File: src/sv/box_filter_image_downscaler_core_defines.svh
// ----------------------------------------------------------------------------
// Box filter downscaler: assertion macros
// Shorthand for clocked implication checks, disabled while the active-low reset is low.
// ----------------------------------------------------------------------------
`ifndef BOX_FILTER_IMAGE_DOWNSCALER_CORE_DEFINES_SVH
`define BOX_FILTER_IMAGE_DOWNSCALER_CORE_DEFINES_SVH

// same-cycle implication
`define BFID_ASSERT_SAME(lbl, clk, rst_n, ante, cons, msg) \
    lbl: assert property (@(posedge clk) disable iff (!rst_n) (ante) |-> (cons)) \
        else $error(msg);

// next-cycle implication
`define BFID_ASSERT_NEXT(lbl, clk, rst_n, ante, cons, msg) \
    lbl: assert property (@(posedge clk) disable iff (!rst_n) (ante) |=> (cons)) \
        else $error(msg);

`endif

File: src/sv/bfid_pkg.sv
// ----------------------------------------------------------------------------
// Box filter downscaler package
// Shared widths, register indexes and defaults.
// ----------------------------------------------------------------------------
`default_nettype none

package bfid_pkg;

    localparam int MAX_SRC_DIM_DEF = 1024;
    localparam int MAX_DST_DIM_DEF = 64;

    localparam int SRC_REG_W  = 11;
    localparam int DST_REG_W  = 7;
    localparam int CFG_DATA_W = 11;
    localparam int CFG_IDX_W  = 3;

    localparam int PIX_W   = 24;
    localparam int CH_W    = 8;
    localparam int NUM_CH  = 3;
    localparam int COORD_W = 6;
    localparam int Q_STEPS = 8;

    typedef logic [CFG_IDX_W-1:0] t_cfg_idx;

    localparam t_cfg_idx CFG_SRC_WIDTH  = 3'd0;
    localparam t_cfg_idx CFG_SRC_HEIGHT = 3'd1;
    localparam t_cfg_idx CFG_DST_WIDTH  = 3'd2;
    localparam t_cfg_idx CFG_DST_HEIGHT = 3'd3;

    localparam logic [SRC_REG_W-1:0] DEF_SRC = 11'd64;
    localparam logic [DST_REG_W-1:0] DEF_DST = 7'd32;

endpackage

`default_nettype wire

File: src/sv/bfid_div.sv
// ----------------------------------------------------------------------------
// Box filter downscaler: area divider
// Three-lane restoring divider, one quotient bit per cycle, 8-bit quotients.
// ----------------------------------------------------------------------------
`default_nettype none

module bfid_div
    import bfid_pkg::*;
#(
    parameter int AREA_W = 22
) (
    input  wire logic                                  i_clk,
    input  wire logic                                  i_rst_n,
    input  wire logic                                  i_start,
    input  wire logic [NUM_CH-1:0][AREA_W+CH_W-1:0]    i_sum,
    input  wire logic [AREA_W-1:0]                     i_area,
    output logic                                       o_done,
    output logic [NUM_CH-1:0][CH_W-1:0]                o_quot
);

    localparam int SUM_W = AREA_W + CH_W;
    localparam int KW    = $clog2(Q_STEPS);

    logic                          r_busy;
    logic                          r_done;
    logic [KW-1:0]                 r_k;
    logic [AREA_W-1:0]             r_area;
    logic [NUM_CH-1:0][SUM_W-1:0]  r_rem;
    logic [NUM_CH-1:0][CH_W-1:0]   r_quot;
    logic [SUM_W-1:0]              w_dsh;

    // divisor aligned to the current quotient bit
    always_comb begin
        w_dsh = SUM_W'(r_area) << r_k;
    end

    always_ff @(posedge i_clk) begin
        if (!i_rst_n) begin
            r_busy <= 1'b0;
            r_done <= 1'b0;
        end else begin
            r_done <= 1'b0;
            if (i_start) begin
                r_busy <= 1'b1;
                r_k    <= KW'(Q_STEPS - 1);
                r_rem  <= i_sum;
                r_quot <= '0;
                r_area <= i_area;
            end else if (r_busy) begin
                for (int c = 0; c < NUM_CH; c++) begin
                    if (r_rem[c] >= w_dsh) begin
                        r_rem[c]       <= r_rem[c] - w_dsh;
                        r_quot[c][r_k] <= 1'b1;
                    end
                end
                if (r_k == '0) begin
                    r_busy <= 1'b0;
                    r_done <= 1'b1;
                end else begin
                    r_k <= r_k - 1'b1;
                end
            end
        end
    end

    assign o_done = r_done;
    assign o_quot = r_quot;

endmodule

`default_nettype wire

File: config.mk
export PLATFORM = sky130hd
export DESIGN_NAME = bfid_div
export DESIGN_NICKNAME = d
export VERILOG_FILES = /design/src/sv/box_filter_image_downscaler_core_defines.svh /design/src/sv/bfid_pkg.sv /design/src/sv/bfid_div.sv
export SDC_FILE = /design/constraint.sdc
export NUM_CORES = 1
export LEC_CHECK = 0
export CELL_PAD_IN_SITES_DETAIL_PLACEMENT = 0
export CELL_PAD_IN_SITES_GLOBAL_PLACEMENT = 2
export CORE_MARGIN = 1.5
export CORE_UTILIZATION = 44
export DETAILED_ROUTE_END_ITERATION = 8
export DONT_BUFFER_PORTS = 1
export PLACE_DENSITY_LB_ADDON = 0.1
export SYNTH_ARGS = -nofsm -noshare
export SYNTH_HDL_FRONTEND = slang
export SYNTH_SLANG_ARGS = --single-unit
File: constraint.sdc
create_clock -name i_clk -period 19.3 [get_ports i_clk]
set_clock_uncertainty 0.1 [all_clocks]
set_input_delay 0.965 -clock i_clk [delete_from_list [all_inputs] [get_ports i_clk]]
set_output_delay 0.965 -clock i_clk [all_outputs]
set_load 0.02 [all_outputs]
After elaboration in Yosys (flattened, before gate mapping). Cells that the tools add are included.

Output and inout port bits: 25. Word-level logic and storage cells: 55. Register bits after elaboration: 141.

Bitwise operators: 5. Reductions and logical operators: 12. Mux-type cells: 17. Magnitude comparators: 5. Equality and inequality tests: 1. Shift-type cells: 1. Add/sub/neg operators: 4.

Operator list (count): 2-to-1 mux 90 bit (2); >= comparator 30 bit (3); 2-to-1 mux 30 bit (3); subtractor 30 bit (3); << shifter 22 x 3 -> 30 bit (1); 2-to-1 mux 24 bit (1); 2-to-1 mux 8 bit (3); bitwise OR 8 bit (3); AND reduction 3 bit (4); nonzero test 2 bit (4); 2-to-1 mux 3 bit (2); 2-to-1 mux 1 bit (5); < comparator 3 x 4 -> 1 bit (second input constant) (1); demux 1 bit (select 3 bit) (1); >= comparator 3 x 1 -> 1 bit (second input constant) (1); zero test 3 bit (1); OR reduction 3 bit (1); subtractor 3 x 1 -> 3 bit (second input constant) (1); inequality test 2 bit (second input constant) (1); inverter 1 bit (2); AND reduction 2 bit (1); logical AND 1 bit (1).

Longest topological paths before layout. Gate-level depths: netlist of run 1.

Depth in word-level cells: 7. Mapped depth: 16. Mapped depth without buffers: 14.

Worst setup path before layout of run 1. No wires, ideal clock.

Path type: reg2reg. Start point: register r_k[0]. End point: register r_quot, in the netlist o_quot[0], enable pin. Slack: 12.444 ns. Clock period less this slack: 6.856 ns. Path buffers: 3. Stages on the path, launching flop included: 14. Required time: 18.709 ns. Arrival time: 6.265 ns. Cell sequence: edfxtp_1 > clkbuf_1 > buf_1 > mux4_2 > mux2i_1 > ha_1 > clkbuf_1 > and4_1 > and3_1 > nand3_1 > nand4_1 > a31oi_1 > o31a_1 > o31ai_1.

Word-level cells in the longest chain between the ends: 4.

RTL lines: start, declared (line bfid_div.sv:26) `logic [KW-1:0] r_k;`; start signal, assigned (line bfid_div.sv:45) `r_k <= KW'(Q_STEPS - 1);`; start signal, assigned (line bfid_div.sv:60) `r_k <= r_k - 1'b1;`; << shifter 22 x 3 -> 30 bit (line bfid_div.sv:34) `w_dsh = SUM_W'(r_area) << r_k;`; >= comparator 30 bit (line bfid_div.sv:51) `if (r_rem[c] >= w_dsh) begin`; nonzero test 2 bit (no line); AND reduction 3 bit (no line); end signal, assigned (line bfid_div.sv:47) `r_quot <= '0;`; end signal, assigned by index (line bfid_div.sv:53) `r_quot[c][r_k] <= 1'b1;`; end, declared (line bfid_div.sv:29) `logic [NUM_CH-1:0][CH_W-1:0] r_quot;`.

Every way passes these cells. A chain may end at the register's enable or synchronous reset.

Final worst setup path of run 1.
Start point: register r_k[0]. End point: register r_rem[33] (netlist name), enable pin.

Word-level cells in the longest chain between the ends: 4.

RTL lines: << shifter 22 x 3 -> 30 bit (line bfid_div.sv:34); >= comparator 30 bit (line bfid_div.sv:51); nonzero test 2 bit (no line); AND reduction 3 bit (no line); end signal, assigned (line bfid_div.sv:46) `r_rem <= i_sum;`; end signal, assigned by index (line bfid_div.sv:52) `r_rem[c] <= r_rem[c] - w_dsh;`; end, declared (line bfid_div.sv:28) `logic [NUM_CH-1:0][SUM_W-1:0] r_rem;`.

Every way passes these cells.

==> results of run 1 <==
[per-layer routing]
metal / global-route usage, % / vias up / part of all wire (%)
li1: - / 4404 / -
met1: 34.7 / 4277 / 47
met2: 40.8 / 269 / 46
met3: 4.08 / 39 / 4.5
met4: 7.95 / 0 / 2.2
met5: 0 / - / 0
[stage by stage]
step           cells  total power [mW]  util, %  setup slack (ns)  cell area [um^2]
4_1_cts         1491              1.24     48.7             13.98             11900
5_1_grt         1491              1.31     48.7             13.59             11900
3_5_place_dp    1459             0.895     46.3             14.02             11300
2_1_floorplan   1178             0.782        -             12.44             11000
3_3_place_gp    1459             0.900     46.3             14.20             11300
6_report        1491              1.23     48.7             13.94             11900
[state kept, by name (all words and copies together), names as in the netlist]
| register | flops |
|---|---|
| r_area | 22 |
| r_k | 3 |
| r_busy | 1 |
| o_quot | 24 |
| o_done | 1 |
| r_rem | 90 |
[path summary, 6_finish.rpt]
check              start   endpoint  cells past startpoint
hold / removal    r_busy     o_done                      2
setup reg to reg  r_k[0]  r_rem[33]                     13
hold reg to reg   r_busy     o_done                      2
setup / recovery  r_k[0]  r_rem[33]                     13
[where the power goes]
part           switching [mW]  internal [mW]  leakage (nW)
logic                   0.290          0.191          2.94
clock network           0.154          0.183         0.282
registers              0.0252          0.388          1.34
[layout by cell type (no fill, tap or decap), types with 14 or more instances in the layout]
| cell type | count |
|---|---|
| clkbuf_16 | 17 |
| ha_1 | 89 |
| nand3_1 | 20 |
| a21o_1 | 39 |
| mux2i_1 | 25 |
| edfxtp_1 | 139 |
| and3_1 | 20 |
| o21ai_0 | 120 |
| nor2b_1 | 23 |
| a21oi_1 | 96 |
| o21bai_1 | 14 |
| nand2_1 | 146 |
| xor2_1 | 34 |
| a31oi_1 | 19 |
| a211oi_1 | 21 |
| nor2_1 | 81 |
| nor3_1 | 19 |
| inv_1 | 27 |
| nand4_1 | 20 |
| xnor2_1 | 37 |
[tightest hold or removal path, stage by stage, from the launching register on]
cell and delay, ns:
dfxtp_1 0.34, nand2_1 0.14, nor3_1 0.06
[kinds of logic after synthesis]
kind of cell | share of synthesized area, %
buffers and inverters | 2.70
multiplexers | 5.64
AO/OA/AOI/OAI | 21.4
adder cells (fa/ha/maj) | 10.7
XOR/XNOR | 5.64
flip-flops | 38.3
AND/OR/NAND/NOR | 15.7
[final cells by class]
type                       count  area, um^2  share of cell area [%]
clock inverter                15         153                    1.28
inverter                      29         109                   0.914
timing repair buffer           7        52.6                   0.441
sequential                   141        4210                    35.4
tap                          324         405                    3.40
multi-input combinational    958        6550                    55.0
clock buffer                  17         425                    3.57
==> metrics, run 1 <==
outcome=complete, no violations; Async SR Flop Fraction=0%; initial antenna violation count=0; largest net degree at the start of global routing=206; Die ar.=26000 um^2; Buffers on Ports=0; Post-DP HPWL=24.8 mm; top cells by area, synth=edfxtp_1 38%, ha_1 10%, o21ai_0 5.5%; Ys Warns=0; synthesized flop and latch total=141; RePlAce Congestion=0.908; Power Density=103 nW/um^2; clk_lat worst skew=0.43 ns; top-area cell type share of the netlist area=37.9%; Residual DRC=0; GRT overflow=0; Syn Std Cell Area=11000 um^2; CP bufs+invs=2; Vias=8989; fin. max-slew vios=0; slowest stage cell, crit path=a41oi_4; Worst EP arrival=5.36 ns; crit start category=flop; H-tree depth=4; Syn Nets=1385; Via density=6.03; register area share after synthesis=38.3%; Slew headroom=33.0%; Fin. Hold Viols=0; top_reg_cell synth=edfxtp_1; Starting Density=45.0%; Post-synth EDFFs=139; Cells after Synth=1178; CORE AREA=24500 um^2; # resized after CTS=0; Post-CTS Hold Fix Bufs=0; TritonCTS clock tree=built; Horiz. Die Dim=161 um; n_diodes=0; CP top delay family=compound AO/OA/AOI/OAI gates; Worst-Margin Slew=0.995 ns; postcts setup bufs=0; synthesized area per cell=9.35 um^2; Root Buffer=clkbuf_16; share of layout cells above drive strength 1=6.26%; Reg2Reg Setup Slack=13.94 ns; final setup fails=0; most common cell in the netlist=nand2_1; fillcell total=2347; Worst Path Max Fanout=36; Hold Path Class=reg2reg; TritonCTS buffer count=17; Final nets=1361; Clock Tree Buf Depth=2; Crit path largest cell delay=0.72 ns; Global Route Usage Sum=25.2%; Die Ht=161 um; first-pass GRT wire length=50.0 mm; initial drt markers=599; Detail Route Antenna Nets=0; Core Rows=57; Worst-path clk slew=0.07 ns; Avg WL per Cell=21.8 um; Min Clock Period, post-route=5.36 ns; Ports=140; RSZ-0062 raised after global routing=false; CP cell instances=buf_4, mux4_2, mux2i_1, ha_1, a21oi_1, a21boi_0, a21boi_2, a21oi_1, o41a_1, o31ai_4, nand4_1, a41oi_4, buf_4; critical path type=reg2reg; Netlist cell types=65; clk sinks=141; Leak=4.57 nW; Period Utilization, post-route=27.8%; Max IR drop VDD=41.7 uV; Max Fclk=187 MHz; Req. time, crit path=19.30 ns; Synth area leader=edfxtp_1; Max Cap Viol=0; setup TNS=0 ns; DRT Pass-1 Iters=5; final wirelength=32.4 mm; Post-synth top cells=146 x nand2_1, 139 x edfxtp_1, 120 x o21ai_0, 96 x a21oi_1, 89 x ha_1; CP endpoint kind=flop; WHS=0.480 ns; vias in the first global route=8775; Layout area overhead=8.12%
Power figures use the tool's default switching activity.
==> run 2: changes to the inputs <==
Settings changed: CORE_UTILIZATION 44 to 41.
Clock period 19.3 ns to 5.5 ns, I/O delays scaled along.
==> run 2 against run 1 <==
Compared with the run above: register-to-register slack worse by 13 ns; wire length up 7.7%; critical path depth down 1; via count up 6.1%; sequential share of layout area down 3.4 points; non-clock buffer count up 123; combinational power rose to 3.7 times the previous value; core utilization up 1.6 points; first-iteration DRC count down 11%; cell count up 9.1%; die area up 7.2%.
==> metrics, run 2 (synthesis gave the netlist of run 1 again) <==
outcome=complete, no violations; final wirelength=34.9 mm (+7.7%); sequential power share=32.7% (-0.9 points); Reg2Reg Setup Slack=0.54 ns (-13.40 ns); Vias=9540 (+6.1%); commonest non-fill, non-tap cell in the layout=nand2_1; clk sinks=141 (unchanged); P_int=2.79 mW (+270%); Core Rows=59 (+3.5%); Root Buffer=clkbuf_16; TritonCTS clock tree=built; vias in the first global route=9587 (+9.3%); Slew headroom=36.6% (+3.6 points); Avg WL per Cell=21.5 um (-1.3%); Worst-path clk slew=0.07 ns (about the same); logic gate share of total power=40.6% (+1.5 points); Worst EP arrival=4.98 ns (-0.38 ns); Die Ht=167 um (+3.5%); Horiz. Die Dim=167 um (+3.5%); Starting Density=42.0% (-3.0 points); Layout area overhead=19.6%; Die ar.=27900 um^2 (+7.2%); most flop-heavy register=r_rem; Leak=5.09 nW (+12%); worst r2r dst=r_rem[39]; Reg2Reg Launch Point=r_k[0]; Clk pwr share=26.6% (-0.7 points); initial antenna violation count=3 (+3); Worst-Margin Slew=0.942 ns (-0.0531 ns); Max IR drop VDD=200 uV (+380%); Finished Layout Cells=1626 (+9.1%); max FFs per register=90 (unchanged); initial drt markers=533 (-11%); Placed Cells=1483 (+1.6%); Clock Tree Buf Depth=2 (unchanged); Power Density=336 nW/um^2 (+230%); Fin. Hold Viols=0 (unchanged); RSZ-0062 raised after global routing=false; share of layout cells above drive strength 1=6.74% (+0.49 points); Setup crit start=r_k[0]; final worst slack=0.538 ns (-13.40 ns); Buffers on Ports=0 (unchanged); H-tree depth=4 (unchanged); RePlAce Congestion=0.891 (-1.9%); Hold Path Sink=r_rem[42]; Hold Path Class=in2reg; Max Fclk=202 MHz (+8.0%); postcts setup bufs=0 (unchanged); CORE AREA=26200 um^2 (+7.1%); pre-CTS WS=0.534 ns (-13.48 ns); first-pass GRT wire length=53.9 mm (+7.7%); GRT overflow=0 (unchanged); setup TNS=0 ns (unchanged); final setup fails=0 (unchanged); Sw Ratio=37.0% (-1.1 points); largest net degree at the start of global routing=116 (-44%); WHS=0.000545 ns (-0.479 ns); Hold Crit Start=i_start; sw power=1.64 mW (+250%); Worst Path Max Fanout=30 (-17%); Post-DP HPWL=24.5 mm (-1.1%); crit start category=flop; clk_lat worst skew=0.44 ns (about the same); Via density=5.87 (-2.7%); Period Utilization, post-route=90.2% (+62 points); Global Route Usage Sum=25.3% (+0.069 points); CP endpoint kind=flop; Final Util=50.3% (+1.6 points); Req. time, crit path=5.51 ns (-13.79 ns); critical path type=reg2reg; most frequent cells in the layout=146 x nand2_1, 139 x edfxtp_1, 120 x o21ai_0; Detail Route Antenna Nets=0 (unchanged); Max Cap Viol=0 (unchanged); Min-Delay Path Depth=2 (unchanged); Ports=140 (unchanged); DRT Pass-1 Iters=5 (unchanged); Residual DRC=0 (unchanged); fin. max-slew vios=0 (unchanged); Reg2Reg Depth=12 (-1); Final nets=1484 (+9.0%); Min Clock Period, post-route=4.96 ns (-0.399 ns); TritonCTS buffer count=17 (unchanged)
run 2: cell count changes in the layout (fill, tap and decap cells not counted), sizes merged, moves of 2 or more:
cell,before,now
dlygate4sd3,0,108
buf,7,22
inv,35,29
clkinvlp,2,7
clkbuf,17,19
clkinv,6,4
run 2: power by group through the flow:
stage,registers (mW),logic (mW),clock network (mW)
global placement,1.47,1.70,0
detailed placement,1.47,1.68,0
floorplan,1.44,1.31,0
CTS,1.45,1.79,1.21
finish,1.45,1.80,1.18
global route,1.46,2.00,1.24
run 2: repair_timing:
item                      4_1_cts  5_1_grt
hold endpoints to repair      124        1
resized for setup               0        0
hold buffers                  109        1
run 2: metal layers:
metal	GRT usage, %	vias to the layer above	part of all wire (%)
met5	0	-	0
met4	7.51	0	2.3
met3	3.94	37	4.6
met2	41.4	238	46
met1	34.5	4604	47
li1	-	4661	-
run 2: worst max-delay path: stages (launching register included):
cell and delay, ns:
edfxtp_1 0.73, mux4_2 0.59, mux2i_1 0.46, ha_1 0.31, a21oi_1 0.14, a21boi_0 0.17, a21boi_2 0.27, a21oi_1 0.15
o41a_1 0.41, o31ai_4 0.28, nand4_1 0.19, a41oi_4 0.51, buf_12 0.27
run 2: area by class of cell:
type	instances	area, um^2
clock buffer	19	443
multi-input combinational	958	6550
tap	335	419
clock inverter	13	140
timing repair buffer	130	1290
fill	2504	13000
antenna	1	2.50
inverter	29	109
sequential	141	4210
run 2: stage by stage:
stage	instance area [um^2]	power (mW)
after detailed placement	11500	3.15
after floorplan	11000	2.74
after global placement	11500	3.17
after CTS	13200	4.45
after global routing	13200	4.70
final	13200	4.43
run 2: worst max path at each step:
stage / end / slack (ns) / depth (start not counted)
global placement: r_rem[61] / 0.69 / 14
detailed placement: r_rem[37] / 0.53 / 14
CTS: r_rem[39] / 0.47 / 12
finish: r_rem[39] / 0.54 / 12
floorplan: o_quot[10] / 0.17 / 13
global route: r_rem[39] / 0.14 / 12
==> run 3: changes to the inputs <==
Settings changed: CORE_ASPECT_RATIO set to 1.2.
==> run 3 against run 2 <==
Compared with the run above: the flow now finishes with violations (negative hold slack); clock power about the same; non-clock buffer count is 19 higher; sequential share of layout area shrank 0.47 points; cell area up 1.5%; sequential power hardly changed; register-to-register slack got worse by 0.03 ns; sequential cell count unchanged; worst hold slack got worse by 0.0025 ns; first-iteration DRC count is 1.5% higher; critical path depth is 1 higher; core utilization up 0.47 points; total power up 1.6%.
==> metrics, run 3 (synthesis gave the netlist of run 1 again) <==
fillcell total=2531 (+1.1%); Req. time, crit path=5.58 ns (+0.07 ns); first-pass GRT wire length=53.5 mm (-0.73%); WHS=-0.00196 ns (-0.00250 ns); Die ar.=27900 um^2 (about the same); commonest non-fill, non-tap cell in the layout=nand2_1; critical path type=reg2reg; fin. max-slew vios=0 (unchanged); Slew headroom=39.8% (+3.3 points); CP endpoint kind=flop; share of layout cells above drive strength 1=6.49% (-0.25 points); clk_lat worst skew=0.45 ns (about the same); Vias=9590 (+0.52%); Fin. Hold Viols=1 (+1); final wirelength=34.9 mm (about the same); largest net degree at the start of global routing=120 (+3.4%); Starting Density=41.8% (-0.23 points); Reg2Reg Depth=13 (+1); TritonCTS clock tree=built; clk sinks=141 (unchanged); setup TNS=0 ns (unchanged); GRT overflow=0 (unchanged); Root Buffer=clkbuf_16; Worst-Margin Slew=0.897 ns (-0.0449 ns); violated checks=negative hold slack; Avg WL per Cell=21.2 um (-1.3%); Max Fclk=200 MHz (-0.57%); CORE AREA=26400 um^2 (+0.55%); final setup fails=0 (unchanged); Horiz. Die Dim=153 um (-8.6%); Residual DRC=0 (unchanged); Max Cap Viol=0 (unchanged); outcome=complete, but fails checks; Min-Delay Path Depth=2 (unchanged); Via density=5.83 (-0.70%); H-tree depth=4 (unchanged); Detail Route Antenna Nets=0 (unchanged); TritonCTS buffer count=17 (unchanged); Power Density=337 nW/um^2 (+0.14%); Max IR drop VDD=171 uV (-15%); Post-DP HPWL=25.6 mm (+4.3%); vias in the first global route=9700 (+1.2%); Min Clock Period, post-route=4.99 ns (+0.0285 ns); most flop-heavy register=r_rem; worst r2r dst=r_rem[24]; max FFs per register=90 (unchanged); Clock Tree Buf Depth=2 (unchanged); # resized after CTS=0 (unchanged); Worst-path clk slew=0.07 ns (about the same); Layout area overhead=21.3%; Period Utilization, post-route=90.7% (+0.52 points); Worst EP arrival=5.07 ns (+0.09 ns); Core Rows=65 (+10%); RSZ-0062 raised after global routing=false; DR top layer=met4; crit start category=flop; Worst Path Max Fanout=14 (-53%); RePlAce Congestion=0.892 (about the same); Buffers on Ports=0 (unchanged); Global Route Usage Sum=25.1% (-0.17 points); Hold Crit Start=i_sum[16]; DRT Pass-1 Iters=5 (unchanged); Die Ht=183 um (+9.4%); Final Util=50.7% (+0.47 points); Hold Path Class=in2reg; Reg2Reg Setup Slack=0.51 ns (-0.03 ns); initial drt markers=541 (+1.5%); met3 WL=1.18 mm (-26%); DR WL met2=17.3 mm (+7.7%); most frequent cells in the layout=146 x nand2_1, 139 x edfxtp_1, 124 x dlygate4sd3_1; Final nets=1503 (+1.3%); Reg2Reg Launch Point=r_k[1]; initial antenna violation count=2 (-1); Hold Path Sink=r_rem[16]; Leak=5.19 nW (+2.0%); Ports=140 (unchanged); M1 wire length=15.6 mm (-5.1%)
[run 3: changes by cell type in the layout (fill, tap and decap cells not counted), sizes merged]
cell | before | now
buf | 22 | 25
bufinv | 2 | 3
clkinv | 4 | 9
clkinvlp | 7 | 2
diode | 1 | 2
dlygate4sd3 | 108 | 124
inv | 29 | 28
[run 3: critical path, stage by stage (launching register included)]
cell	delay (ns)
edfxtp_1	0.61
nor3_1	0.51
and2_1	0.37
ha_1	0.23
inv_1	0.06
fa_1	0.43
a21o_1	0.21
a221o_1	0.43
a221o_1	0.47
a21boi_0	0.30
o21ai_0	0.20
xnor2_1	0.17
o21ai_0	0.08
dlygate4sd3_1	0.56
[run 3: per-stage QoR]
step / setup slack [ns] / instance area (um^2) / hold WS, ns / cells / power [mW]
2_1_floorplan: 0.165 / 11000 / 0.274 / 1178 / 2.74
3_3_place_gp: 0.446 / 11500 / 0.274 / 1483 / 3.19
3_5_place_dp: 0.461 / 11500 / 0.274 / 1483 / 3.17
4_1_cts: 0.352 / 13300 / 0.000135 / 1641 / 4.51
5_1_grt: 0.221 / 13400 / 0.00632 / 1645 / 4.76
6_report: 0.510 / 13400 / -0.00196 / 1646 / 4.50
[run 3: per-layer routing]
metal,vias to the layer above,GRT usage [%]
met2,233,44.2
met3,38,2.97
met1,4622,32.0
li1,4697,-
met5,-,0
met4,0,8.38
[run 3: cell type report]
| class | count | area [um^2] | area share, % |
|---|---|---|---|
| Antenna cell | 2 | 5.00 | 0.0374 |
| Clock inverter | 13 | 148 | 1.10 |
| Timing Repair Buffer | 149 | 1490 | 11.1 |
| Multi-Input combinational cell | 958 | 6550 | 49.0 |
| Clock buffer | 19 | 433 | 3.24 |
| Inverter | 29 | 109 | 0.814 |
| Sequential cell | 141 | 4210 | 31.5 |
| Tap cell | 335 | 419 | 3.14 |
[run 3: worst max path at each step]
stage	depth (start not counted)	to	slack, ns	from
finish	13	r_rem[24]	0.51	r_k[1]
global route	15	r_rem[26]	0.22	r_k[1]
CTS	13	r_rem[29]	0.35	r_k[0]
detailed placement	12	r_rem[54]	0.46	r_k[0]
global placement	12	r_rem[63]	0.45	r_k[0]
floorplan	13	o_quot[10]	0.17	r_k[0]
[run 3: what timing repair did]
item                       in CTS  in global routing
hold endpoints to repair      131                  0
hold buffers                  126                  0
buffers inserted                0                  3
setup endpoints to repair       0                  1
[run 3: power breakdown]
group / leakage [nW] / internal, mW / switching [mW]
sequential: 1.34 / 1.36 / 0.0844
clock: 0.277 / 0.707 / 0.486
combinational: 3.57 / 0.785 / 1.08
